`config.mk`:
```
export PLATFORM = sky130hd
export DESIGN_NAME = nadg_pos
export DESIGN_NICKNAME = d
export VERILOG_FILES = /design/src/hdl/nadg_pkg.sv /design/src/hdl/nadg_pos.sv
export SDC_FILE = /design/constraint.sdc
export NUM_CORES = 1
export LEC_CHECK = 0
export ABC_AREA = 1
export BUFFER_PORTS_ARGS = -buffer_cell sky130_fd_sc_hd__buf_2
export CELL_PAD_IN_SITES_DETAIL_PLACEMENT = 1
export CELL_PAD_IN_SITES_GLOBAL_PLACEMENT = 2
export CORE_MARGIN = 2
export CORE_UTILIZATION = 36
export CTS_CLUSTER_DIAMETER = 60
export DETAILED_ROUTE_END_ITERATION = 10
export HOLD_SLACK_MARGIN = 0.1
export MAX_ROUTING_LAYER = met4
export PLACE_DENSITY_LB_ADDON = 0.1
export SLEW_MARGIN = 20
export SYNTH_ARGS = -nofsm -noshare
export SYNTH_HDL_FRONTEND = slang
export SYNTH_SLANG_ARGS = --single-unit
```
`constraint.sdc`:
```
create_clock -name clk -period 6.5 [get_ports clk]
set_input_delay 0.325 -clock clk [delete_from_list [all_inputs] [get_ports clk]]
set_output_delay 0.325 -clock clk [all_outputs]
set_load 0.05 [all_outputs]
```
`src/hdl/nadg_pkg.sv`:
```
// Shared types, field widths and register codes for the 3x3 neighbour gradient block.
package nadg_pkg;

	localparam int unsigned DEF_MAX_WIDTH  = 1024;
	localparam int unsigned DEF_PIXEL_BITS = 16;

	localparam int unsigned PIX_W       = 16;
	localparam int unsigned GRAD_W      = 19;
	localparam int unsigned WIDTH_REG_W = 11;
	localparam int unsigned HEIGHT_W    = 16;
	localparam int unsigned MASK_W      = 8;
	localparam int unsigned CFG_DATA_W  = 16;
	localparam int unsigned CFG_IDX_W   = 2;
	localparam int unsigned NBR_COUNT   = 8;

	localparam logic [GRAD_W-1:0]      GRAD_MAX   = '1;
	localparam logic [WIDTH_REG_W-1:0] WIDTH_RST  = WIDTH_REG_W'(1024);
	localparam logic [HEIGHT_W-1:0]    HEIGHT_RST = HEIGHT_W'(1024);
	localparam logic [MASK_W-1:0]      MASK_RST   = '1;

	typedef enum logic [CFG_IDX_W-1:0] {
		REG_IMAGE_WIDTH    = 2'd0,
		REG_IMAGE_HEIGHT   = 2'd1,
		REG_NEIGHBOUR_MASK = 2'd2
	} cfg_reg_t;

	typedef struct packed {
		logic             mode;
		logic [PIX_W-1:0] pixel;
	} pix_word_t;

	typedef struct packed {
		logic [GRAD_W-1:0] gradient;
		logic              last_of_frame;
	} res_word_t;

	// Border and framing flags that travel with one pixel down the pipeline
	typedef struct packed {
		logic emit;
		logic top_ok;
		logic bot_ok;
		logic left_ok;
		logic right_ok;
		logic last;
	} nbr_flags_t;

endpackage

```
`src/hdl/nadg_pos.sv`:
```
// Input and result position counters, border flags and frame wrap.
module nadg_pos import nadg_pkg::*; #(
	parameter int unsigned MAX_WIDTH = DEF_MAX_WIDTH,
	localparam int unsigned COL_W  = $clog2(MAX_WIDTH),
	localparam int unsigned WCNT_W = $clog2(MAX_WIDTH + 1)
) (
	input  logic                clk,
	input  logic                arst_n,
	input  logic                step,
	input  logic                restart,
	input  logic [WCNT_W-1:0]   width_eff,
	input  logic [HEIGHT_W-1:0] height_eff,
	output logic [COL_W-1:0]    col,
	output nbr_flags_t          flags
);

	logic [COL_W-1:0]    in_col_q;
	logic [1:0]          in_row_q;   // saturates at two rows
	logic [COL_W-1:0]    out_col_q;
	logic [HEIGHT_W-1:0] out_row_q;
	logic                in_wrap;

	assign col     = in_col_q;
	assign in_wrap = (WCNT_W'(in_col_q) + WCNT_W'(1)) >= width_eff;

	always_comb begin
		flags.emit     = (in_row_q == 2'd2) || (in_row_q == 2'd1 && in_col_q != '0);
		flags.top_ok   = out_row_q != '0;
		flags.bot_ok   = ((HEIGHT_W+1)'(out_row_q) + (HEIGHT_W+1)'(1)) <
			(HEIGHT_W+1)'(height_eff);
		flags.left_ok  = out_col_q != '0;
		flags.right_ok = (WCNT_W'(out_col_q) + WCNT_W'(1)) < width_eff;
		flags.last     = !flags.bot_ok && !flags.right_ok;
	end

	always_ff @(posedge clk or negedge arst_n) begin
		if (!arst_n) begin
			in_col_q  <= '0;
			in_row_q  <= '0;
			out_col_q <= '0;
			out_row_q <= '0;
		end else if (restart) begin
			in_col_q  <= '0;
			in_row_q  <= '0;
			out_col_q <= '0;
			out_row_q <= '0;
		end else if (step) begin
			if (in_wrap) begin
				in_col_q <= '0;
				if (in_row_q != 2'd2) begin
					in_row_q <= in_row_q + 2'd1;
				end
			end else begin
				in_col_q <= in_col_q + COL_W'(1);
			end
			if (flags.emit) begin
				if (flags.last) begin
					in_col_q  <= '0;
					in_row_q  <= '0;
					out_col_q <= '0;
					out_row_q <= '0;
				end else if (!flags.right_ok) begin
					out_col_q <= '0;
					out_row_q <= out_row_q + HEIGHT_W'(1);
				end else begin
					out_col_q <= out_col_q + COL_W'(1);
				end
			end
		end
	end

endmodule

```
# ---- Word level (Yosys, flattened, before mapping)
# Cells that the tools add are included.
dict set report totals {
  latchBits 0
  romBits 0
  output_inout_bits 16
  mem_count 0
  reg_bits 38
  ram_bits 0
}
dict set report op_classes {
  div 0
  magnitude_cmp 3
  add_sub_neg 7
  reduce_logical 12
  shifts 0
  n_bitwise 0
  mux 21
  mul 0
  eq_ne 4
}
# op n
set ops {}
lappend ops {{10-bit two-way mux} 10}
lappend ops {{16-bit two-way mux} 5}
lappend ops {{10-bit by 1-bit adder with 11-bit output, second input constant} 2}
lappend ops {{10-bit by 1-bit adder with 10-bit output, second input constant} 2}
lappend ops {{10-bit nonzero test} 2}
lappend ops {{16-bit by 1-bit adder with 17-bit output, second input constant} 1}
lappend ops {{17-bit by 16-bit < comparator with 1-bit output} 1}
lappend ops {{16-bit by 1-bit adder with 16-bit output, second input constant} 1}
lappend ops {{16-bit nonzero test} 1}
lappend ops {{2-bit two-way mux} 6}
lappend ops {{11-bit greater-or-equal comparator} 1}
lappend ops {{11-bit < comparator} 1}
lappend ops {{2-bit nonzero test} 2}
lappend ops {{3-bit inequality test, second input constant} 1}
lappend ops {{3-bit AND reduction} 1}
lappend ops {{2-bit by 1-bit adder with 2-bit output, second input constant} 1}
lappend ops {{2-bit by 1-bit == test with 1-bit output, second input constant} 1}
lappend ops {{2-bit == test, second input constant} 1}
lappend ops {{1-bit logical AND} 2}
lappend ops {{1-bit logical NOT} 2}
lappend ops {{2-bit inequality test, second input constant} 1}
lappend ops {{2-bit AND reduction} 1}
lappend ops {{1-bit logical OR} 1}

# ---- Depth between registers and ports, before layout
dict set report logic_depth {
  ltp_word 8
  ltp_mapped 20
  ltp_nobuf 20
}

# ---- Worst setup path after synthesis
# OpenSTA, ideal clock, no wires.
dict set report synth_path {
  kind {reg-to-reg}
  from {reg in_col_q[1] (netlist: col[1])}
  to {reg in_col_q[2] (netlist: col[2])}
  stages_incl_launch_ff 16
  required_ns 6.434
  setup_ns 0.066
  synth_period_minus_slack_ns 2.775
  path_slack_ns 3.725
  t_arrival_ns 2.709
  cell_sequence {dfrtp_1 ha_1 nand3_1 nor3_1 nand2_1 xor2_1 ha_1 nand2_1 nand2_1 a21oi_1 nand2_1 nor2_1 nand2_1 nor2_4 nand3_1 nand2_1}
}
dict set report synth_between {
  elab_chain_len 7
  word_cells_on_any_way 11
  cone_classes {add/sub: 2; order compare: 1; mux: 5; reduce/logical: 3}
}
# element line
set synth_lines {}
lappend synth_lines {{start: declaration} nadg_pos.sv:17} ;# logic [COL_W-1:0] in_col_q;
lappend synth_lines {{start signal: assignment} nadg_pos.sv:54} ;# in_col_q <= in_col_q + COL_W'(1);
lappend synth_lines {{10-bit by 1-bit adder with 11-bit output} nadg_pos.sv:24} ;# assign in_wrap = (WCNT_W'(in_col_q) + WCNT_W'(1)) >= width_eff;
lappend synth_lines {{11-bit greater-or-equal comparator} nadg_pos.sv:24}
lappend synth_lines {{10-bit two-way mux} nadg_pos.sv:48} ;# if (in_wrap) begin
lappend synth_lines {{10-bit two-way mux} nadg_pos.sv:57} ;# if (flags.last) begin
lappend synth_lines {{10-bit two-way mux (*)} nadg_pos.sv:56} ;# if (flags.emit) begin
lappend synth_lines {{10-bit two-way mux (*)} nadg_pos.sv:47} ;# end else if (step) begin
lappend synth_lines {{10-bit two-way mux (*)} nadg_pos.sv:42} ;# end else if (restart) begin
# Mark *: on every way between the ends. The rest lies on a longest branch, timed or not. The select of a mux whose other input is x is not followed.
# A chain may end at the register's enable or synchronous reset.

==> results.txt <==
The flow ran to the end, and the final reports show no timing, DRC or antenna violations. The area growth from synthesis to layout is 11.7%. The cell area after synthesis came out at around 3600 sq um. The slew at the pin with the worst max-slew slack came out at about 0.99 ns. The count of distinct cell types in the synthesized netlist came out at 33.

The reported net switching power is about 0.17 mW. For this design the static power due to leakage is 2.25 nW. In this run the post-CTS setup repair buffer count came out at 0. The final route contains about 3,100 vias. The aggregate global-route resource usage is 19.4%. Summing all multi-input logic gate instances after layout gives roughly 2200 sq um. The number of instances in the synthesized netlist came out at between 400 and 500. The routed via count divided by cell count came out at ~4.8.

The slack of the critical path is about 2.9 ns. The internal power contribution came out at between 0.3 and 0.4 mW. Net switching is 31.7% of the power. The class of the most critical setup path is reg2out. The met1 track utilization from global routing came out at between 20% and 30%. The height of the chip came out at about 100 um.

The cell with the most instances after synthesis is nand2_1. The quantity of I/O buffers inserted on ports is 46. The largest fanout on the critical path is 13. The share of the Yosys chip area taken by registers is 26.8%. The area fraction of the dominant cell type after synthesis came out at 26.8%. The number of failing hold endpoints at the final stage is 0. The critical path arrival came out at around 3.3 ns. The final global-route overflow total came out at 0. met2 is the most crowded layer. The final weighted congestion in routability-driven placement came out at 0.813. The timing-limited maximum frequency came out at about 280 MHz.

Once layout is complete, the cells apart from fillers number 658. The minimum clock period is between 3 and 4 ns. The clock-pin transition on the worst setup and hold timing paths came out at 0.07 ns. The number of synthesized flops with an enable pin came out at 0.

The post-layout utilization of the core came out at between 40% and 50%. The first global-routing pass estimated 15.5 mm of wire. The number of antenna violations at the first check in global routing is 0. The worst slack after detailed placement is 3.21 ns. The area after detailed placement is just under 4000 sq um. The final cell area excluding filler cells is roughly 4000 sq um. The part of the cycle the worst path needs is a little under three fifths.

Summed over all failing endpoints, the final setup total negative slack is 0 ns. The share of power burned in combinational logic is between 15 and 20%. For this run, the number of Yosys warnings is 0.

For the worst-skew pair, the clock arrives at the later sink with an insertion delay of about 0.3 ns. The average size of a mapped cell came out at about 7.4 sq um. The HPWL reported at the end of detailed placement is 7.55 mm. The number of nets with antenna violations after routing came out at 0.

The instance count after placement with tap cells included is between 600 and 700. The smallest hold slack is between 0.15 and 0.2 ns. The worst setup path is launched from a flip-flop. The number of global-route vias before repair was 3,244. The power density normalized to cell area came out at about 130 nW/um^2. The met2 layer usage reported by global route came out at between 30% and 40%. The number of DRC markers after the initial detailed-route iteration came out at 66. In the post-synthesis netlist, the biggest area contributors are dfrtp_1 27%, ha_1 16%, nand2_1 13%. CTS placed an instance of clkbuf_8 at the clock tree root. The number of hold buffers added after CTS came out at 0.

TritonCTS built the clock tree. The most used flip-flop cell after synthesis is dfrtp_1. The sequential standard cell area came out at between 900 and 1000 sq um. The max-slew violation count came out at 0. The number of nets in the synthesized netlist came out at roughly 560. The max-cap check violation count is 0. The initial standard-cell utilization of the core came out at 36.7%. The average wire length per cell after detail routing came out at approximately 14 um. The top-level I/O count is 47.

The antenna cell count came out at 0. The synthesis-stage register bit count is 38. The clock buffer count from CTS came out at 5.

The largest net degree at the start of global routing came out at 39. The number of H-tree branching levels came out at 2. The row count is 36. The fraction of final layout cells with drive strength greater than 1 is 18.9%.

For this block, the routed nets add up to roughly 9.3 mm of wire. The tightest min-delay check is of the in2async type. The area of the die is between 10,000 and 15,000 sq um. The share of synthesized flip-flops with an asynchronous set or reset is 100%.

In this run the tightest slew margin relative to its limit is roughly 34%. Registers are responsible for between 40 and 50% of the overall power. STA classifies the critical path endpoint as a primary output. The clock share of power came out at about a third. The clock passes through at most 2 buffers. The met3 layer usage reported by global route came out at 3.02%. Setup violations remaining at the end of the flow were counted as 0.

The cell taking the most area after synthesis is dfrtp_1. The number of DRC violations after detailed routing is 0. The pre-antenna-repair detailed-routing pass consisted of 4 iterations. The count of fill cells added during filler insertion is about 1,300.

The largest voltage drop on the vdd net is approximately 0.074 mV. The final layout contains roughly 600 nets. The sink count of the clock tree is 38. The floorplan step set the die width to 103 um. For the worst setup path, the data required time is 6.17 ns. The total power is ~0.52 mW. The commonest cells after synthesis are 125 x nand2_1, 78 x inv_1, 45 x ha_1. Between clock sinks in the finished design, the worst skew comes to approximately 0.007 ns. The placeable core area came out at 9680 sq um.

Setup repair after global routing left no endpoint under its margin. The count of instances resized after the clock tree is built is 0.
[cell type report]
cell class | count | area share, %
Multi-Input combinational cell | 352 | 56.1
Sequential cell | 38 | 24.0
Inverter | 83 | 7.85
Timing Repair Buffer | 46 | 5.80
Tap cell | 133 | 4.19
Clock buffer | 6 | 2.08
[layer usage]
metal | vias to the layer above | part of all wire [%]
met2 | 33 | 52
met1 | 1487 | 45
met4 | 0 | 0.91
li1 | 1610 | -
met5 | - | 0
met3 | 8 | 2.3
[cell usage in the layout (no fill, tap or decap), drive strengths merged]
cell type	netlist	routed
a21o	2	2
a21oi	15	15
buf	5	46
clkbuf	1	6
dfrtp	38	38
ha	45	45
inv	83	83
nand2	133	133
nand3	58	58
nand4	10	10
nor2	36	36
nor3	8	8
nor4	3	3
o21a	1	1
o21ai	16	16
xnor2	4	4
xor2	21	21
[sequential cells by signal, summed over array words and instances (netlist names)]
register and cells:
out_row_q 16, col 10, out_col_q 10, in_row_q 2
[power groups by stage]
stage               clock [mW]  sequential, mW  combinational, mW
finish                   0.173           0.248              0.101
global placement             0           0.252              0.101
detailed placement           0           0.253              0.104
CTS                      0.181           0.248              0.104
floorplan                    0           0.259             0.0580
global route             0.189           0.249              0.116
[critical path, stage by stage, from the launching register on]
cell     delay, ns
dfrtp_1       0.42
ha_1          0.21
nand2_1       0.11
nor2_4        0.16
nand2_2       0.11
nor2_2        0.13
nand2_1       0.08
xor2_1        0.17
inv_2         0.07
ha_1          0.29
a21o_1        0.16
a21oi_1       0.12
nand2_1       0.06
nor2_1        0.18
nand2_2       0.12
nand2_2       0.32
inv_2         0.04
buf_2         0.21
[cells by family (layout without fill, tap and decap cells)]
group	count (synthesis)	after routing	synth area share, %
buffers and inverters	89	135	10.5
DFF	38	38	26.8
adders and majority gates	45	45	15.9
and+or+nand+nor	248	248	34.9
xor gates and xnor gates	25	25	6.59
AOI/OAI and AO/OA	34	34	5.32
[worst paths after layout]
| path | slack (ns) | cells past startpoint | startpoint | to |
|---|---|---|---|---|
| min reg2reg | 0.52 | 2 | in_row_q[0] | in_row_q[0] |
| min in group clk | 0.38 | 4 | step | out_col_q[2] |
| max in group asynchronous | 5.77 | 1 | arst_n | col[0] |
| max | 2.90 | 17 | out_row_q[0] | flags[0] |
| min | 0.16 | 1 | arst_n | out_row_q[2] |
| max reg2reg | 3.47 | 15 | col[0] | col[0] |
Note: power is estimated with default switching activity, not from simulation.
