$ cat src/hdl/nadg_pkg.sv
// Shared types, field widths and register codes for the 3x3 neighbour gradient block.
package nadg_pkg;

	localparam int unsigned DEF_MAX_WIDTH  = 1024;
	localparam int unsigned DEF_PIXEL_BITS = 16;

	localparam int unsigned PIX_W       = 16;
	localparam int unsigned GRAD_W      = 19;
	localparam int unsigned WIDTH_REG_W = 11;
	localparam int unsigned HEIGHT_W    = 16;
	localparam int unsigned MASK_W      = 8;
	localparam int unsigned CFG_DATA_W  = 16;
	localparam int unsigned CFG_IDX_W   = 2;
	localparam int unsigned NBR_COUNT   = 8;

	localparam logic [GRAD_W-1:0]      GRAD_MAX   = '1;
	localparam logic [WIDTH_REG_W-1:0] WIDTH_RST  = WIDTH_REG_W'(1024);
	localparam logic [HEIGHT_W-1:0]    HEIGHT_RST = HEIGHT_W'(1024);
	localparam logic [MASK_W-1:0]      MASK_RST   = '1;

	typedef enum logic [CFG_IDX_W-1:0] {
		REG_IMAGE_WIDTH    = 2'd0,
		REG_IMAGE_HEIGHT   = 2'd1,
		REG_NEIGHBOUR_MASK = 2'd2
	} cfg_reg_t;

	typedef struct packed {
		logic             mode;
		logic [PIX_W-1:0] pixel;
	} pix_word_t;

	typedef struct packed {
		logic [GRAD_W-1:0] gradient;
		logic              last_of_frame;
	} res_word_t;

	// Border and framing flags that travel with one pixel down the pipeline
	typedef struct packed {
		logic emit;
		logic top_ok;
		logic bot_ok;
		logic left_ok;
		logic right_ok;
		logic last;
	} nbr_flags_t;

endpackage

$ cat src/hdl/nadg_cfg.sv
// Configuration registers and effective frame geometry.
module nadg_cfg import nadg_pkg::*; #(
	parameter int unsigned MAX_WIDTH = DEF_MAX_WIDTH,
	localparam int unsigned WCNT_W = $clog2(MAX_WIDTH + 1)
) (
	input  logic                  clk,
	input  logic                  arst_n,
	input  logic                  cfg_wr_en,
	input  logic [CFG_IDX_W-1:0]  cfg_index,
	input  logic [CFG_DATA_W-1:0] cfg_data,
	output logic [WCNT_W-1:0]     width_eff,
	output logic [HEIGHT_W-1:0]   height_eff,
	output logic [MASK_W-1:0]     mask,
	output logic                  restart
);

	localparam int unsigned CMP_W = (WCNT_W > WIDTH_REG_W) ? WCNT_W : WIDTH_REG_W;

	logic [WIDTH_REG_W-1:0] image_width_q;
	logic [HEIGHT_W-1:0]    image_height_q;
	logic [MASK_W-1:0]      mask_q;
	logic [CMP_W-1:0]       width_raw;

	always_ff @(posedge clk or negedge arst_n) begin
		if (!arst_n) begin
			image_width_q  <= WIDTH_RST;
			image_height_q <= HEIGHT_RST;
			mask_q         <= MASK_RST;
		end else if (cfg_wr_en) begin
			case (cfg_index)
				REG_IMAGE_WIDTH:    image_width_q  <= cfg_data[WIDTH_REG_W-1:0];
				REG_IMAGE_HEIGHT:   image_height_q <= cfg_data[HEIGHT_W-1:0];
				REG_NEIGHBOUR_MASK: mask_q         <= cfg_data[MASK_W-1:0];
				default: ;
			endcase
		end
	end

	// a geometry write starts a new frame
	assign restart = cfg_wr_en &&
		(cfg_index == REG_IMAGE_WIDTH || cfg_index == REG_IMAGE_HEIGHT);

	assign width_raw = CMP_W'(image_width_q);

	always_comb begin
		if (width_raw == '0) begin
			width_eff = WCNT_W'(1);
		end else if (width_raw > CMP_W'(MAX_WIDTH)) begin
			width_eff = WCNT_W'(MAX_WIDTH);
		end else begin
			width_eff = WCNT_W'(width_raw);
		end
	end

	assign height_eff = (image_height_q == '0) ? HEIGHT_W'(1) : image_height_q;
	assign mask       = mask_q;

endmodule

$ cat config.mk
export PLATFORM = sky130hd
export DESIGN_NAME = nadg_cfg
export DESIGN_NICKNAME = d
export VERILOG_FILES = /design/src/hdl/nadg_pkg.sv /design/src/hdl/nadg_cfg.sv
export SDC_FILE = /design/constraint.sdc
export NUM_CORES = 1
export LEC_CHECK = 0
export BUFFER_PORTS_ARGS = -buffer_cell sky130_fd_sc_hd__clkbuf_2
export CAP_MARGIN = 30
export CORE_MARGIN = 3
export CORE_UTILIZATION = 43
export CTS_CLUSTER_SIZE = 16
export DETAILED_ROUTE_END_ITERATION = 16
export GPL_TIMING_DRIVEN = 0
export PLACE_DENSITY = 0.81
export SLEW_MARGIN = 15
export SYNTH_ARGS = -nofsm -noshare
export SYNTH_HDL_FRONTEND = slang
export SYNTH_SLANG_ARGS = --single-unit
$ cat constraint.sdc
create_clock -name clk -period 1.18 [get_ports clk]
set_clock_uncertainty 0.15 [all_clocks]
set_input_delay 0.236 -clock clk [delete_from_list [all_inputs] [get_ports clk]]
set_output_delay 0.236 -clock clk [all_outputs]
set_load 0.02 [all_outputs]
---- Word-level counts from Yosys, hierarchy flattened ----
Index checks and enable logic that the tools add are counted.
operators by class
  div/mod/pow operators ................... 0
  equality and inequality tests ........... 2
  $lt $le $gt $ge ......................... 1
  reduce and logical (&&, ||, !) cells .... 8
  shift operators ......................... 0
  bitwise logic cells ..................... 0
  muxes and demuxes ....................... 3
  add/subtract/negate cells ............... 0
  $mul .................................... 0
operator list
  kind                    number
  $mux W11                2
  $logic_not A16 Y1       1
  $mux W16                1
  $gt A11 B11 Y1 const B  1
  $logic_not A11 Y1       1
  $reduce_and A2 Y1       3
  $eq A2 B1 Y1 const B    1
  $eq A2 B2 Y1 const B    1
  $logic_not A2 Y1        1
  $logic_and A1 B1 Y1     1
  $logic_or A1 B1 Y1      1
word-level totals
  logic and storage cells ................. 17
  memories kept ........................... 0
  register bits ........................... 35
  ROM bits ................................ 0
  RAM bits ................................ 0
  bits in latches ......................... 0

---- Longest topological paths before layout ----
Gate-level depths: netlist of the first run.
  depth in word-level cells ............... 3
  depth in mapped cells ................... 3
  mapped depth without buffers ............ 2

---- Least setup slack after synthesis of the first run ----
Ideal clock, no wire load.
  path type ............................... flip-flop to output port
  start point ............................. reg image_width_q[10]
  end point ............................... out width_eff[1]
  setup slack ............................. -0.155 ns
  data required time ...................... 0.794 ns
  arrival time ............................ 0.949 ns
  path buffers ............................ 1
  stages on the path, launching flop included .. 3
  cell sequence ........................... dfstp_2 > clkbuf_1 > nor2b_1
on the way
  longest elaborated chain between the ends .. 3
  elaborated cells on any way between the ends .. 4
  classes of those cells .................. order compare: 1; mux: 2; reduce/logical: 1
ends and longest elaborated chain
  element                   line            text
  start: declaration        nadg_cfg.sv:19  logic [WIDTH_REG_W-1:0] image_width_q;
  start signal: assignment  nadg_cfg.sv:31  REG_IMAGE_WIDTH: image_width_q <= cfg_data[WIDTH_REG_W-1:0];
  $gt A11 B11 Y1            nadg_cfg.sv:48  end else if (width_raw > CMP_W'(MAX_WIDTH)) begin
  $mux W11                  nadg_cfg.sv:48
  $mux W11 *                nadg_cfg.sv:46  if (width_raw == '0) begin
  end: declaration          nadg_cfg.sv:11  output logic [WCNT_W-1:0] width_eff,
Every way passes the cells marked *; elsewhere a longest branch is shown, timed or not.

---- Final worst setup path of the first run ----
  start point ............................. reg image_height_q[9]
  end point ............................... out height_eff[0]
on the way
  longest elaborated chain between the ends .. 2
ends and longest elaborated chain
  element                   line            text
  start: declaration        nadg_cfg.sv:20  logic [HEIGHT_W-1:0] image_height_q;
  start signal: assignment  nadg_cfg.sv:32  REG_IMAGE_HEIGHT: image_height_q <= cfg_data[HEIGHT_W-1:0];
  $logic_not A16 Y1         nadg_cfg.sv:55  assign height_eff = (image_height_q == '0) ? HEIGHT_W'(1) : image_height_q;
  $mux W16                  nadg_cfg.sv:55
  end: declaration          nadg_cfg.sv:12  output logic [HEIGHT_W-1:0] height_eff,
No other way between the ends.

==> impl_metrics.json, run 1 <==
{
  "numClockSinks": 35,
  "synth_warnings": 0,
  "initial_core_util_pct": 45.5,
  "peakVddDrop_mv": 0.844,
  "path_clk_slew_ns": 0.10,
  "fmax_ghz": 0.548,
  "crit_arrival_ns": 1.44,
  "dr.first_iter.drc_count": 74,
  "maxCapViolCount": 0,
  "synth_fp_nets": 133,
  "io_buffers": 56,
  "fin_crit_ns": 1.83,
  "die_h_um": 65.9,
  "worstSetupEndpointType": "output port",
  "hold_slack_ns": -0.178,
  "postLayoutCellArea_mm2": 0.00257,
  "wl_per_cell_um": 18.9,
  "num_rows": 21,
  "cp-endpoint": "height_eff[0]",
  "area_growth_pct": 66.6,
  "ys_ff_latch": 35,
  "dr.pass1.iters": 4,
  "ys_seq_area_share_pct": 57.6,
  "report.final.slew_viol_count": 0,
  "drcViolationCount": 0,
  "place_area_mm2": 0.00195,
  "start_kind": "register",
  "violations": "negative hold slack, negative setup slack",
  "clock_latency_ns": 0.34,
  "vias": 1209,
  "htreeDepth": 2,
  "critPathKind": "register to output port",
  "io_pins": 57,
  "worstMarginPinSlew_ns": 0.819,
  "outcome": "finished, violations left",
  "drt-total-wl_um": 4560,
  "ys_types": 16,
  "root_buffer": "clkbuf_4",
  "mappedNetlistArea_mm2": 0.00154,
  "powerDensity_mw_per_mm2": 1650,
  "dp_slack_ns": -0.345,
  "final-setup-viol-count": 35,
  "reg2regPathDepth": 2,
  "p_leak_nw": 1.21,
  "grt-ovfl-total": 0,
  "hold_path.class": "primary input to asynchronous set/reset pin",
  "postRouteAntennaNets": 0,
  "core_area_mm2": 0.00339,
  "r2r_slack_ns": 0.07,
  "cp_max_fo": 2,
  "r2r-start": "image_width_q[10]",
  "r2r-end": "image_width_q[10]",
  "grt_max_degree": 36,
  "place.gp.congestion": 0.776,
  "antenna_cells": 0,
  "vias_per_cell": 5.00,
  "syn_inst": 112,
  "nNetsFinal": 216,
  "dp_hpwl_um": 2540,
  "hold_violations": 25,
  "final_cell_mix": "25 x mux2_2, 25 x dfrtp_1, 24 x buf_6, 22 x clkbuf_2, 12 x clkbuf_1",
  "critical_path.startpoint": "image_height_q[9]",
  "die_w_um": 65.9,
  "first_global_vias": 1172,
  "rsz0062_at_grt": "yes",
  "grt_usage_pct": 18.1,
  "dieArea_mm2": 0.00434,
  "cts_tree": "done",
  "period_share_pct": 155,
  "ctsLongestPathBuffers": 2,
  "slew_headroom_pct": 45.4,
  "worst_ep_required_time_ns": 0.79,
  "avgSynthCellArea_um2": 13.8,
  "antenna_found_initial": 0,
  "setup_ws_ns": -0.645,
  "cts_buffers": 5,
  "drive_above_1_share_pct": 72.4,
  "grt_pass1_wl_um": 5680
}
-- worst min-delay path by stage --
| stage | slack, ns | endpoint | from |
|---|---|---|---|
| after floorplan | -0.21 | image_height_q[0] | arst_n |
| after global placement | 0.20 | image_height_q[11] | arst_n |
| after detailed placement | 0.22 | image_height_q[11] | arst_n |
| after CTS | -0.16 | image_height_q[11] | arst_n |
| after global routing | -0.12 | image_width_q[7] | arst_n |
| final | -0.18 | image_height_q[11] | arst_n |
-- what timing repair did --
action,in CTS,in global routing
pin swaps,4,3
endpoints found under the hold margin,33,28
gates cloned,1,0
setup endpoints to repair,35,35
buffers inserted,4,10
resized for setup,29,86
hold buffers,8,3
-- state kept, by name, indices dropped and copies added (netlist names) --
signal and flops:
image_height_q 16, image_width_q 11, mask 8
-- report_power, final --
part           switching [mW]  leakage (nW)  internal, mW
combinational           0.758         0.767          1.02
clock                   0.385        0.0386         0.351
sequential              0.242         0.401          1.48
-- stage by stage --
| step | std cells | total power [mW] | util, % | setup TNS [ns] | hold slack, ns |
|---|---|---|---|---|---|
| after floorplan | 112 | 2.39 | - | -0.388 | -0.210 |
| after CTS | 234 | 3.76 | 67.3 | -11.48 | -0.157 |
| after global routing | 242 | 4.42 | 75.8 | -13.59 | -0.122 |
| after global placement | 214 | 2.75 | 57.7 | -6.75 | 0.203 |
| final | 242 | 4.24 | 75.8 | -12.01 | -0.178 |
| after detailed placement | 214 | 2.80 | 57.7 | -8.35 | 0.218 |
-- cells in the mapped netlist --
| master | n | area share (%) |
|---|---|---|
| clkbuf_8 | 1 | 0.89 |
| nand3b_4 | 1 | 1.3 |
| mux2_2 | 35 | 26 |
| a41o_1 | 1 | 0.65 |
| nor2_1 | 1 | 0.24 |
| nor4_1 | 5 | 2.0 |
| nor2b_1 | 10 | 4.1 |
| buf_6 | 1 | 0.73 |
| inv_1 | 1 | 0.24 |
| nor3b_2 | 1 | 0.81 |
| nand3b_2 | 1 | 0.73 |
| clkbuf_1 | 17 | 4.1 |
| dfrtp_1 | 25 | 41 |
| a32o_1 | 1 | 0.65 |
| nor3_1 | 1 | 0.32 |
| dfstp_2 | 10 | 17 |
-- per-layer routing --
layer	GRT usage, %	part of all wire [%]	vias up
li1	-	-	545
met1	21.0	41	617
met2	31.2	52	39
met3	5.95	4.6	8
met4	6.22	2.0	0
met5	0	0	-
-- cell families after synthesis --
family                 count (synthesis)  share of synthesized area [%]
AOI/OAI and AO/OA                      2                           1.30
muxes                                 35                           25.6
buffers and inverters                 20                           6.01
and+or+nand+nor                       20                           9.50
DFF                                   35                           57.6
-- cell type report --
class | count | area [um2]
tap | 46 | 57.6
inverter | 1 | 3.75
fill | 170 | 821
clock buffer | 8 | 68.8
buffer | 14 | 91.3
timing repair buffer | 81 | 752
multi-input combinational | 57 | 707
sequential | 35 | 888
-- critical path, cell delays in order (launching register included) --
cell and delay [ns]:
dfrtp_1 0.44, nor4_4 0.31, a41o_1 0.21, clkbuf_8 0.15
Power figures use the tool's default switching activity.
==> inputs of run 2 (changes only) <==
--- a/config.mk
+++ b/config.mk
@@ -13,6 +13,8 @@
 export DETAILED_ROUTE_END_ITERATION = 16
 export GPL_TIMING_DRIVEN = 0
 export PLACE_DENSITY = 0.81
+export REMOVE_ABC_BUFFERS = 1
+export SKIP_CTS_REPAIR_TIMING = 1
 export SLEW_MARGIN = 15
 export SYNTH_ARGS = -nofsm -noshare
 export SYNTH_HDL_FRONTEND = slang
==> impl_metrics.json, run 2 (same netlist as run 1, synthesis figures left out) <==
{
  "htreeDepth": 2,
  "crit_chain": "nor4_2 > a41o_1 > buf_6",
  "vias": 1068,
  "final-setup-viol-count": 36,
  "final_cell_mix": "34 x mux2_2, 30 x buf_6, 24 x dfrtp_1, 23 x clkbuf_2, 10 x dfstp_2",
  "busiest_layer": "met2",
  "largest_reg_flops": 16,
  "worst_ep_required_time_ns": 0.79,
  "critPathMaxStageDelay_ns": 0.42,
  "maxCapViolCount": 0,
  "fin_tns_setup_ns": -9.23,
  "postRouteAntennaNets": 0,
  "final_cells": 216,
  "drcViolationCount": 0,
  "root_buffer": "clkbuf_4",
  "fmax_ghz": 0.549,
  "max_flop_register": "image_height_q",
  "postLayoutCellArea_mm2": 0.00225,
  "hold_path.class": "primary input to asynchronous set/reset pin",
  "rsz0062_at_grt": "yes",
  "multi_input_area_um2": 667,
  "cp_max_fo": 3,
  "grt-ovfl-total": 0,
  "vias_per_cell": 4.94,
  "hold_violations": 25,
  "num_rows": 21,
  "setup_ws_ns": -0.640,
  "fillers": 231,
  "numClockSinks": 35,
  "dp_slack_ns": -0.644,
  "drt-total-wl_um": 3560,
  "antenna_cells": 0,
  "critPathKind": "register to output port",
  "cp_num_buf_inv": 1,
  "fin_crit_ns": 1.82,
  "cts_buffers": 5,
  "io_buffers": 56,
  "crit_arrival_ns": 1.43,
  "critPathTopFamily": "flip-flops",
  "nNetsFinal": 190,
  "io_pins": 57,
  "seq_area_um2": 890,
  "antenna_found_initial": 0,
  "slowest_stage": "dfrtp_1",
  "grt_pass1_wl_um": 5080,
  "worstSetupEndpointType": "output port",
  "grt_max_degree": 36,
  "first_global_vias": 1071,
  "final_common_cell": "mux2_2",
  "dieArea_mm2": 0.00434,
  "initial_core_util_pct": 45.5,
  "clock_latency_ns": 0.32,
  "path_clk_slew_ns": 0.11,
  "powerDensity_mw_per_mm2": 1650,
  "ctsLongestPathBuffers": 2,
  "gr-usage-met3_pct": 4.76,
  "report.final.slew_viol_count": 0,
  "period_share_pct": 154,
  "grt_usage_pct": 15.9,
  "core_area_mm2": 0.00339,
  "die_w_um": 65.9,
  "place_inst": 195,
  "outcome": "finished, violations left",
  "area_growth_pct": 46.2,
  "gr-usage-met2_pct": 26.9,
  "dr.first_iter.drc_count": 31,
  "wl_per_cell_um": 16.5,
  "total_power_mw": 3.72,
  "die_h_um": 65.9,
  "grtUsageMet1_pct": 18.5,
  "final_core_util_pct": 66.5,
  "hold_slack_ns": -0.152,
  "drive_above_1_share_pct": 77.1,
  "start_kind": "register",
  "peakVddDrop_mv": 0.746,
  "dr.pass1.iters": 4,
  "place.gp.congestion": 0.717,
  "violations": "negative hold slack, negative setup slack",
  "cts_tree": "done",
  "worstMarginPinSlew_ns": 0.861,
  "slew_headroom_pct": 42.6,
  "place_area_mm2": 0.00179,
  "p_leak_nw": 1.04
}
==> run 2: cell count changes in the layout (fill, tap and decap cells not counted), sizes merged <==
| cell | change |
|---|---|
| buf | -5 |
| dlygate4sd3 | -7 |
| clkinv | +1 |
| clkbuf | -15 |
==> run 2: area by class of cell <==
type                    instances  area share [%]
clock buffers                   7            2.00
well taps                      46            2.55
clock inverters                 1           0.222
inverters                       1           0.167
flip-flops and latches         35            39.5
multi-input cells              57            29.6
repair buffers                 69            26.0
==> run 2: routing by layer <==
metal / vias to the layer above / routed length, um / part of all wire, %
met1: 534 / 1380 / 39
met4: 0 / 53 / 1.5
met5: - / 0 / 0
met2: 36 / 1970 / 55
met3: 4 / 160 / 4.5
li1: 494 / - / -
==> run 2: final timing paths <==
check                             startpoint                end  slack [ns]  depth (start not counted)
max in group asynchronous             arst_n  image_height_q[6]        0.42                          1
max                        image_height_q[7]      height_eff[0]       -0.64                          3
min reg2reg                image_height_q[0]  image_height_q[0]        0.37                          1
max reg2reg                image_width_q[10]  image_width_q[10]           0                          3
min                                   arst_n  image_height_q[3]       -0.15                          1
min in group clk                 cfg_data[5]   image_width_q[5]        0.01                          2
==> run 2: power breakdown <==
part / switching (mW) / internal [mW] / total [mW]
clock network: 0.376 / 0.232 / 0.608
registers: 0.237 / 1.48 / 1.71
logic: 0.624 / 0.770 / 1.39
