--- src/hdl/nadg_pkg.sv ---
// Shared types, field widths and register codes for the 3x3 neighbour gradient block.
package nadg_pkg;

	localparam int unsigned DEF_MAX_WIDTH  = 1024;
	localparam int unsigned DEF_PIXEL_BITS = 16;

	localparam int unsigned PIX_W       = 16;
	localparam int unsigned GRAD_W      = 19;
	localparam int unsigned WIDTH_REG_W = 11;
	localparam int unsigned HEIGHT_W    = 16;
	localparam int unsigned MASK_W      = 8;
	localparam int unsigned CFG_DATA_W  = 16;
	localparam int unsigned CFG_IDX_W   = 2;
	localparam int unsigned NBR_COUNT   = 8;

	localparam logic [GRAD_W-1:0]      GRAD_MAX   = '1;
	localparam logic [WIDTH_REG_W-1:0] WIDTH_RST  = WIDTH_REG_W'(1024);
	localparam logic [HEIGHT_W-1:0]    HEIGHT_RST = HEIGHT_W'(1024);
	localparam logic [MASK_W-1:0]      MASK_RST   = '1;

	typedef enum logic [CFG_IDX_W-1:0] {
		REG_IMAGE_WIDTH    = 2'd0,
		REG_IMAGE_HEIGHT   = 2'd1,
		REG_NEIGHBOUR_MASK = 2'd2
	} cfg_reg_t;

	typedef struct packed {
		logic             mode;
		logic [PIX_W-1:0] pixel;
	} pix_word_t;

	typedef struct packed {
		logic [GRAD_W-1:0] gradient;
		logic              last_of_frame;
	} res_word_t;

	// Border and framing flags that travel with one pixel down the pipeline
	typedef struct packed {
		logic emit;
		logic top_ok;
		logic bot_ok;
		logic left_ok;
		logic right_ok;
		logic last;
	} nbr_flags_t;

endpackage

--- src/hdl/nadg_sad.sv ---
// 3x3 window, masked sum of absolute differences and result register.
module nadg_sad import nadg_pkg::*; #(
	parameter int unsigned PIXEL_BITS = DEF_PIXEL_BITS
) (
	input  logic                  clk,
	input  logic                  arst_n,
	input  logic                  shift,
	input  logic [PIXEL_BITS-1:0] older,
	input  logic [PIXEL_BITS-1:0] newer,
	input  logic [PIXEL_BITS-1:0] pixel_s1,
	input  nbr_flags_t            flags_s1,
	input  logic [MASK_W-1:0]     mask,
	output logic                  s2_ready,
	output logic                  res_valid,
	input  logic                  res_ready,
	output res_word_t             res
);

	localparam int unsigned SUM_W = PIXEL_BITS + 3;
	localparam int unsigned EXT_W = (SUM_W > GRAD_W) ? SUM_W : GRAD_W;
	localparam int unsigned WIN_CENTRE = 4;

	logic [PIXEL_BITS-1:0] window_q [9];
	nbr_flags_t            flags_s2;
	logic                  valid_s2;
	logic                  valid_s3;
	res_word_t             res_s3;
	logic                  s3_ready;
	logic [SUM_W-1:0]      term [NBR_COUNT];
	logic [SUM_W-1:0]      sum;
	logic [EXT_W-1:0]      sum_ext;
	logic [GRAD_W-1:0]     grad;

	function automatic logic nbr_ok(input int unsigned idx, input nbr_flags_t f);
		logic ok;
		case (idx)
			0:       ok = f.top_ok && f.left_ok;
			1:       ok = f.top_ok;
			2:       ok = f.top_ok && f.right_ok;
			3:       ok = f.left_ok;
			4:       ok = f.right_ok;
			5:       ok = f.bot_ok && f.left_ok;
			6:       ok = f.bot_ok;
			7:       ok = f.bot_ok && f.right_ok;
			default: ok = 1'b0;
		endcase
		return ok;
	endfunction

	assign s3_ready = !valid_s3 || res_ready;
	assign s2_ready = !valid_s2 || s3_ready;

	always_ff @(posedge clk or negedge arst_n) begin
		if (!arst_n) begin
			for (int i = 0; i < 9; i++) begin
				window_q[i] <= '0;
			end
		end else if (shift) begin
			window_q[0] <= window_q[1];
			window_q[1] <= window_q[2];
			window_q[2] <= older;
			window_q[3] <= window_q[4];
			window_q[4] <= window_q[5];
			window_q[5] <= newer;
			window_q[6] <= window_q[7];
			window_q[7] <= window_q[8];
			window_q[8] <= pixel_s1;
		end
	end

	always_ff @(posedge clk) begin
		if (shift) begin
			flags_s2 <= flags_s1;
		end
		if (s3_ready && valid_s2) begin
			res_s3.gradient      <= grad;
			res_s3.last_of_frame <= flags_s2.last;
		end
	end

	always_ff @(posedge clk or negedge arst_n) begin
		if (!arst_n) begin
			valid_s2 <= 1'b0;
			valid_s3 <= 1'b0;
		end else begin
			if (s2_ready) begin
				valid_s2 <= shift && flags_s1.emit;
			end
			if (s3_ready) begin
				valid_s3 <= valid_s2;
			end
		end
	end

	always_comb begin : p_sum
		logic [PIXEL_BITS-1:0] centre;
		logic [PIXEL_BITS-1:0] v;
		logic [PIXEL_BITS-1:0] diff;
		centre = window_q[WIN_CENTRE];
		for (int unsigned i = 0; i < NBR_COUNT; i++) begin
			// skip the centre slot of the window
			v       = window_q[4'((i < WIN_CENTRE) ? i : i + 1)];
			diff    = (centre > v) ? centre - v : v - centre;
			term[i] = (mask[i] && nbr_ok(i, flags_s2)) ? SUM_W'(diff) : '0;
		end
		sum = ((term[0] + term[1]) + (term[2] + term[3])) +
			((term[4] + term[5]) + (term[6] + term[7]));
	end

	// clamp only matters for pixels wider than 16 bits
	assign sum_ext = EXT_W'(sum);
	assign grad    = (sum_ext > EXT_W'(GRAD_MAX)) ? GRAD_MAX : sum_ext[GRAD_W-1:0];

	assign res_valid = valid_s3;
	assign res       = res_s3;

endmodule

--- config.mk ---
export PLATFORM = sky130hd
export DESIGN_NAME = nadg_sad
export DESIGN_NICKNAME = d
export VERILOG_FILES = /design/src/hdl/nadg_pkg.sv /design/src/hdl/nadg_sad.sv
export SDC_FILE = /design/constraint.sdc
export NUM_CORES = 1
export LEC_CHECK = 0
export BUFFER_PORTS_ARGS = -buffer_cell sky130_fd_sc_hd__buf_2
export CAP_MARGIN = 15
export CORE_UTILIZATION = 59
export CTS_CLUSTER_DIAMETER = 200
export DETAILED_ROUTE_END_ITERATION = 7
export GPL_TIMING_DRIVEN = 0
export MAX_ROUTING_LAYER = met4
export PLACE_DENSITY = 0.76
export SLEW_MARGIN = 0
export SYNTH_ARGS = -nofsm -noshare
export SYNTH_HDL_FRONTEND = slang
export SYNTH_SLANG_ARGS = --single-unit
--- constraint.sdc ---
create_clock -name clk -period 14.4 [get_ports clk]
set_clock_uncertainty 0.2 [all_clocks]
set_input_delay 2.88 -clock clk [delete_from_list [all_inputs] [get_ports clk]]
set_output_delay 2.88 -clock clk [all_outputs]
set_load 0.02 [all_outputs]
# After elaboration in Yosys (flattened, before gate mapping)

Index checks and enable logic that the tools add are counted.
Widths: inputs -> output; s select.

Register bits: 171
Bits of input ports: 66
Output and inout port bits: 22
Word-level logic and storage cells: 84

Add/subtract/negate cells: 23
Order comparisons: 9
Mux-type cells: 16
Reduce and logical (&&, ||, !) cells: 18

Operators by type and width:

| operator             | count |
|---|---|
| $mux 16              | 16 |
| $sub 16x16->16       | 16 |
| $gt 16x16->1         | 8 |
| $add 16x16->17       | 4 |
| $add 17x17->18       | 2 |
| $add 18x18->19       | 1 |
| $gt 19x19->1 const B | 1 |
| $logic_and 1x1->1    | 14 |
| $logic_not 1->1      | 2 |
| $logic_or 1x1->1     | 2 |

# Depth between registers and ports, before layout

Gate-level depths: netlist (run 1).

Depth in word-level cells: 7
Mapped depth: 30
Gate-level depth less buffers: 28

# Least setup slack after synthesis (run 1)

Ideal clock, no wire load.

Path kind: input-to-reg
Start point: input port mask[3]
End point: register res_s3 (netlist bit res[17]) (data pin)
Library setup time: 258 ps
Arrival time: 7448 ps
Required time: 13942 ps
Path slack: 6493 ps
Stages on the path: 20
Path buffers: 2
Cell sequence: and2_1 > clkbuf_1 > clkbuf_1 > nand2_1 > fa_1 > inv_1 > fa_1 > fa_1 > fa_1 > ha_1 > inv_1 > fa_1 > nor2b_1 > o21ai_0 > a21boi_0 > o211ai_1 > a31oi_1 > a21o_1 > a21oi_1 > xnor2_1

Word-level cells in the longest chain between the ends: 6

RTL lines:

| item                  | line            | RTL |
|---|---|---|
| start, declared       | nadg_sad.sv:12  | `input logic [MASK_W-1:0] mask,` |
| $logic_and 1x1->1 (*) | nadg_sad.sv:104 | `term[i] = (mask[i] && nbr_ok(i, flags_s2)) ? SUM_W'(diff) : '0;` |
| $mux 16 (*)           | nadg_sad.sv:104 |  |
| $add 16x16->17 (*)    | nadg_sad.sv:106 | `sum = ((term[0] + term[1]) + (term[2] + term[3])) +` |
| $add 17x17->18 (*)    | nadg_sad.sv:106 |  |
| $add 18x18->19 (*)    | nadg_sad.sv:106 |  |
| $gt 19x19->1          | nadg_sad.sv:112 | `assign grad = (sum_ext > EXT_W'(GRAD_MAX)) ? GRAD_MAX : sum_ext[GRAD_W-1:0];` |
| end, declared         | nadg_sad.sv:27  | `res_word_t res_s3;` |

Mark *: on every way between the ends. The rest lies on a longest branch, timed or not.
A chain may end at the register's enable or synchronous reset.

# Final worst setup path (run 1)

Start point: register window_q (netlist bit p_sum.centre[4])
End point: register res_s3 (netlist bit res[17]) (data pin)

Word-level cells in the longest chain between the ends: 7
Elaborated cells on any way between the ends: 48
Classes of those cells: add/sub: 23; order compare: 9; mux: 16

RTL lines:

| item                                           | line                             | RTL |
|---|---|---|
| start, declared                                | nadg_sad.sv:23                   | `logic [PIXEL_BITS-1:0] window_q [9];` |
| $sub 16x16->16 or $gt 16x16->1 (tied branches) | nadg_sad.sv:103                  | `diff = (centre > v) ? centre - v : v - centre;` |
| $mux 16                                        | nadg_sad.sv:103                  |  |
| $mux 16                                        | nadg_sad.sv:104                  |  |
| $add 16x16->17 (on tied branches)              | nadg_sad.sv:106, nadg_sad.sv:107 |  |
| $add 17x17->18 (on tied branches)              | nadg_sad.sv:106, nadg_sad.sv:107 |  |
| $add 18x18->19 (*)                             | nadg_sad.sv:106                  |  |
| $gt 19x19->1                                   | nadg_sad.sv:112                  |  |

Marked as above.

==> results.cfg, run 1 <==
[sta]
hold_viol_final = 0
max_freq_ghz = 0.0971
fin_setup_tns_ps = 0
tightest_slew_ps = 1120
slew_headroom_pct = 25.1
final-setup-viol-count = 0
drv_slew = 0
min_period_ps = 10300
min_period_over_period_pct = 71.5
rsz0062_at_grt = false

[die]
rows = 70
io_pins = 88
dieHeight_um = 196
fp.coreArea_mm2 = 0.0367
start_util_pct = 60.2
die_area_mm2 = 0.0382
die_w_um = 196

[global_route]
grt_pass1_wl_mm = 122
grt.total_usage_pct = 44.4
grt_max_degree = 92
grt-ovfl-total = 0
antenna_found_initial = 1
first_global_vias = 20500

[routing]
wl_per_cell_um = 24.5
drt-total-wl_mm = 81.4
antenna_left = 0
vias_per_cell = 6.43
vias = 21400
drtIter0Drc = 2554
first_pass_iters = 8
drc = 1

[place]
dp.cells = 3289
place_area_mm2 = 0.0232
place_congestion = 1.03
place_hpwl_mm = 63.3
port_buffers = 87

[power]
p_clk_share_pct = 13.8
pwr-share-comb_pct = 67.3
power.sequential.fraction_pct = 18.9
p_leak_nw = 11.6
power.switching_w = 0.00186
p_sw_share_pct = 50.8
ir_worst_vdd_mv = 0.135
p_per_area_mw_per_mm2 = 154
internal-power_w = 0.00180

[finish]
fin_nets = 3285
instances_no_fill = 3322
post-route-util_pct = 64.9
synthToLayoutAreaGrowth_pct = 7.82
fin_area_mm2 = 0.0238
layout-drive-gt1-share_pct = 7.50
nFillCells = 3266
antenna_cells = 0
final_common_cell = inv_1
final_cell_mix = inv_1, ha_1, o21ai_0

[synth]
synthCells = 2732
ys_seq_area_share_pct = 19.9
synth_nets = 3176
synthArstFlopShare_pct = 85.4
synth_edf_count = 25
synth.distinct_cells = 80
postSynthAreaPerCell_um2 = 8.09
synth_warnings = 0
ys_seq_elements = 171
netlist_area_mm2 = 0.0221
synth_ff_type = dfrtp_1

[cts]
clkSinkCount = 171
cts_tree = done
cts_setup_buffers = 0
clk_latency_ps = 490
cts_root_buf = clkbuf_16
clockBufferDepth = 2
h-tree-depth = 4
clk_pin_slew_ps = 80
cts_resized = 0
cts_buffers = 17
cts.hold.buffers_added = 0

[run_status]
status = finished, violations left
failed_checks = design-rule violations

[worst_setup_path]
r2r_end = res[17]
r2r_slack_ps = 4100
cp_data_required_time_ps = 14450
critPathKind = reg -> reg
cp-startpoint = p_sum.centre[4]
cp_max_fo = 10
r2r-start = p_sum.centre[4]
reg2reg_depth = 26
worst_setup_path_start_kind = flip-flop
worst_ep_arrival_time_ps = 10350
endpoint_kind = flip-flop

[min_path]
whs_endpoint = res[0]
hp-class = reg -> reg
hp-start = flags_s2[0]
hold_path_depth = 0

[job]
maxCapViolCount = 0
worst max-delay path, cell delays in order, from the launching register on:
cell	delay [ps]
dfrtp_1	1050
inv_1	800
ha_1	510
clkbuf_1	190
a21oi_1	150
o21ai_1	130
a2111oi_0	740
nor3_1	210
o21ai_2	510
mux2i_1	280
xor2_1	90
nor2_1	310
fa_1	520
fa_1	530
fa_1	550
fa_1	590
ha_1	170
inv_1	60
fa_1	410
nor2b_1	150
o21ai_0	150
a21boi_0	480
o211ai_1	270
a31oi_1	380
a21o_1	180
a21oi_1	70
xnor2_1	360
metal layers:
metal,part of all wire [%],global-route usage [%],vias to the layer above
met5,0,-,-
met4,5.9,23.2,0
met3,12,11.0,222
met2,41,62.7,1201
met1,41,58.5,10300
li1,-,-,9693
through the flow:
| step | total power (W) | setup WS, ps | hold slack [ps] |
|---|---|---|---|
| floorplan | 0.00241 | 6490 | 200 |
| global placement | 0.00301 | 4740 | 219 |
| detailed placement | 0.00308 | 4750 | 217 |
| CTS | 0.00360 | 4580 | 242 |
| global route | 0.00392 | 3900 | 254 |
| finish | 0.00367 | 4100 | 243 |
power by group through the flow:
stage | clock, W | combinational [W] | sequential (W)
after floorplan | 0 | 0.00172 | 0.000687
after global placement | 0 | 0.00231 | 0.000695
after detailed placement | 0 | 0.00238 | 0.000696
after CTS | 0.000507 | 0.00240 | 0.000687
after global routing | 0.000526 | 0.00269 | 0.000696
final | 0.000507 | 0.00247 | 0.000692
cell usage after synthesis, types with 23 or more instances:
library cell / count / area [um2]
nand2_1: 258 / 968
xor2_1: 43 / 377
buf_2: 29 / 145
dfrtp_1: 146 / 3650
mux2i_1: 75 / 751
a211oi_1: 27 / 203
nor2b_1: 24 / 150
o21ai_0: 259 / 1300
edfxtp_1: 25 / 751
nor3_1: 56 / 280
a21o_1: 99 / 743
nand3_1: 53 / 265
nand4_1: 29 / 181
ha_1: 267 / 3340
inv_1: 308 / 1160
a31oi_1: 26 / 163
nand2b_1: 25 / 156
nor2_1: 184 / 691
a21oi_1: 178 / 891
mux2_2: 24 / 270
o211ai_1: 23 / 173
o21a_1: 38 / 285
fa_1: 111 / 2220
o21bai_1: 24 / 180
and2_1: 23 / 144
clkbuf_1: 83 / 312
and3_1: 32 / 200
xnor2_1: 45 / 394
state kept, by name (all words and copies together) (netlist names):
signal / flops
window_q: 112
res: 20
p_sum.centre: 16
p_sum.v: 16
flags_s2: 5
res_valid: 1
valid_s2: 1
worst max path at each step:
stage	to	slack (ps)
after CTS	res[17]	4580
after floorplan	res[17]	6490
final	res[17]	4100
after detailed placement	res[17]	4750
after global routing	res[17]	3900
after global placement	res[17]	4740
final cells by class:
cell class | count | area [um2] | area share [%]
Clock buffer | 18 | 450 | 1.89
Sequential cell | 171 | 4400 | 18.5
Multi-Input combinational cell | 2127 | 16000 | 67.2
Tap cell | 468 | 586 | 2.46
Inverter | 308 | 1160 | 4.85
Buffer | 126 | 537 | 2.25
Timing Repair Buffer | 90 | 524 | 2.20
Clock inverter | 14 | 168 | 0.704
cell families (layout without fill, tap and decap cells):
logic type / Yosys count / count (layout) / synth area share, %
mux: 102 / 102 / 4.82
simple gates: 763 / 763 / 16.2
compound gates: 796 / 796 / 22.7
fa+ha+maj: 378 / 378 / 25.2
xor+xnor: 88 / 88 / 3.49
flops: 171 / 171 / 19.9
buf+inv: 434 / 556 / 7.66
Power figures use the tool's default switching activity.
==> run 2, diff against run 1 <==
--- a/config.mk
+++ b/config.mk
@@ -5,6 +5,7 @@
 export SDC_FILE = /design/constraint.sdc
 export NUM_CORES = 1
 export LEC_CHECK = 0
+export ABC_AREA = 1
 export BUFFER_PORTS_ARGS = -buffer_cell sky130_fd_sc_hd__buf_2
 export CAP_MARGIN = 15
 export CORE_UTILIZATION = 59
@@ -12,7 +13,7 @@
 export DETAILED_ROUTE_END_ITERATION = 7
 export GPL_TIMING_DRIVEN = 0
 export MAX_ROUTING_LAYER = met4
-export PLACE_DENSITY = 0.76
+export PLACE_DENSITY = 0.75
 export SLEW_MARGIN = 0
 export SYNTH_ARGS = -nofsm -noshare
 export SYNTH_HDL_FRONTEND = slang
==> constraint.sdc (replaced) <==
create_clock -name clk -period 9.85 [get_ports clk]
set_clock_uncertainty 0.2 [all_clocks]
set_input_delay 1.97 -clock clk [delete_from_list [all_inputs] [get_ports clk]]
set_output_delay 1.97 -clock clk [all_outputs]
set_load 0.02 [all_outputs]
==> run 2 against run 1 <==
  * The flow now finishes without violations
  * Non-clock buffer count shrank 41
  * Combinational power rose by 70%
  * Sequential share of layout area fell by 2.8 points
  * Routed wire length grew 17%
  * Clock-buffer cell count grew 5
  * Synthesized area up 19%
  * Register-to-register slack worse by 2400 ps
  * Utilization down 0.23 points
  * Clock power increased by 46%
  * Total power increased by 63%
  * Sequential power up 46%
  * Design area grew 18%
  * Highest routed layer unchanged
==> results.cfg, run 2 <==
[global_route]
antenna_found_initial = 2
grt.total_usage_pct = 44.3
grt-ovfl-total = 0
grt_max_degree = 90
first_global_vias = 25300
grt_pass1_wl_mm = 143

[power]
power.switching_w = 0.00329
p_per_area_mw_per_mm2 = 212
p_clk_share_pct = 12.4
p_sw_share_pct = 55.1
p_leak_nw = 16.7
power.sequential.fraction_pct = 17.0
power_w = 0.00597
internal-power_w = 0.00268
pwr-share-comb_pct = 70.6
ir_worst_vdd_mv = 0.149

[worst_setup_path]
crit_slowest_cell = dfrtp_1
cpMostUsedCell = nand2_1
endpoint_kind = flip-flop
slowest_delay_ps = 1140
cp_max_fo = 10
critPathKind = reg -> reg
worst_ep_arrival_time_ps = 8240
worst_setup_path_start_kind = flip-flop
cp_data_required_time_ps = 9940

[job]
maxCapViolCount = 0

[cts]
clk_latency_ps = 530
clkSinkCount = 171
clk_pin_slew_ps = 80
cts_resized = 0
cts_root_buf = clkbuf_16
cts.hold.buffers_added = 0
h-tree-depth = 4
cts_tree = done
cts_buffers = 17
cts_setup_buffers = 0
clockBufferDepth = 2

[sta]
drv_slew = 0
min_period_ps = 8150
hold_slack_ps = 239
rsz0062_at_grt = false
fin_setup_tns_ps = 0
max_freq_ghz = 0.123
slew_headroom_pct = 19.8
tightest_slew_ps = 1200
min_period_over_period_pct = 82.8
final-setup-viol-count = 0
hold_viol_final = 0

[place]
port_buffers = 87
place_hpwl_mm = 75.7
place_congestion = 1.08

[synth]
synth_common_cells = nand2_1, inv_1, nand3_1, ha_1, nor2_1
netlist_area_mm2 = 0.0262
synth.distinct_cells = 38
synth.top_cell.area_share_pct = 24.3
ys_seq_elements = 171
synth_nets = 4771
synth_edf_count = 25
synthTopCellsByArea = nand2_1, dfrtp_1, ha_1
synth_warnings = 0
synth_most_common_cell = nand2_1
ys_seq_area_share_pct = 16.8
synthCells = 4327
synth_ff_type = dfrtp_1
yosys.area.top_type = nand2_1
synthArstFlopShare_pct = 85.4
postSynthAreaPerCell_um2 = 6.06

[routing]
vias_per_cell = 5.36
vias = 27000
first_pass_iters = 6
antenna_left = 0
drt-total-wl_mm = 95.0
drtIter0Drc = 2923
drc = 0
wl_per_cell_um = 18.9

[finish]
regArea_mm2 = 0.00440
largest-register = window_q
final_common_cell = nand2_1
post-route-util_pct = 64.7
synthToLayoutAreaGrowth_pct = 7.19
final_cell_mix = nand2_1, inv_1, nand3_1
fin_nets = 4881
layout-drive-gt1-share_pct = 5.37
nFillCells = 4328
multi_input_area_mm2 = 0.0180
largest_register_ffs = 112

[die]
start_util_pct = 60.3
io_pins = 88
die_area_mm2 = 0.0453
dieHeight_um = 213
rows = 76
fp.coreArea_mm2 = 0.0435
die_w_um = 213

[run_status]
status = completed

[min_path]
hp-class = reg -> reg
[run 2: cell count changes after synthesis, sizes merged, moves of 63 or more]
cell / before / now
nand2: 259 / 1725
xor2: 43 / 106
nand3: 53 / 278
a21o: 99 / 1
mux2i: 75 / 0
inv: 308 / 891
o21ai: 262 / 192
[run 2: kinds of logic after synthesis]
| group | share of synthesized area (%) |
|---|---|
| adders and majority gates | 21.2 |
| DFF | 16.8 |
| AOI/OAI and AO/OA | 6.89 |
| xor gates and xnor gates | 4.18 |
| and+or+nand+nor | 36.3 |
| buffers and inverters | 14.6 |
[run 2: cell type report]
cell class / count / area share, %
inverters: 891 / 12.0
repair buffers: 91 / 1.92
clock buffers: 23 / 1.78
clock inverters: 9 / 0.383
multi-input cells: 3181 / 64.0
well taps: 585 / 2.60
diodes: 1 / 0.00890
flip-flops and latches: 171 / 15.7
plain buffers: 84 / 1.68
[run 2: worst max-delay path, delay by kind of cell, from the launching register on]
kind,cells,cell delay (ps)
AOI/OAI and AO/OA,3,680
adders and majority gates,6,3230
buffers and inverters,6,1310
DFF,1,1140
and+or+nand+nor,14,1330
[run 2: layer usage]
metal,global-route usage [%],routed length (um),vias up
li1,-,-,13300
met1,51.9,37400,12100
met2,67.5,41200,1235
met3,9.41,8890,345
met4,32.1,7530,0
met5,-,0,-
[run 2: per-stage QoR]
| step | instance area, um2 | setup WS [ps] | cells |
|---|---|---|---|
| floorplan | 26200 | 3550 | 4327 |
| global route | 28100 | 1450 | 5036 |
| detailed placement | 27500 | 2040 | 5003 |
| global placement | 27400 | 1500 | 4999 |
| finish | 28100 | 1700 | 5036 |
| CTS | 28100 | 1980 | 5035 |
[run 2: path summary, 6_finish.rpt]
kind	depth (start not counted)	startpoint	slack (ps)	endpoint
worst min register to register	0	flags_s2[0]	240	res[0]
worst min-delay path	0	flags_s2[0]	240	res[0]
min in group asynchronous	1	arst_n	1350	window_q[36]
worst max register to register	29	p_sum.centre[3]	1700	res[13]
worst max-delay path	29	p_sum.centre[3]	1700	res[13]
max in group asynchronous	2	arst_n	7230	window_q[123]
[run 2: power by group through the flow]
stage               clock network (W)  registers [W]  logic (W)
detailed placement                  0        0.00102    0.00411
CTS                          0.000746        0.00101    0.00414
global placement                    0        0.00102    0.00407
global route                 0.000763        0.00102    0.00470
finish                       0.000742        0.00101    0.00421
floorplan                           0        0.00101    0.00293
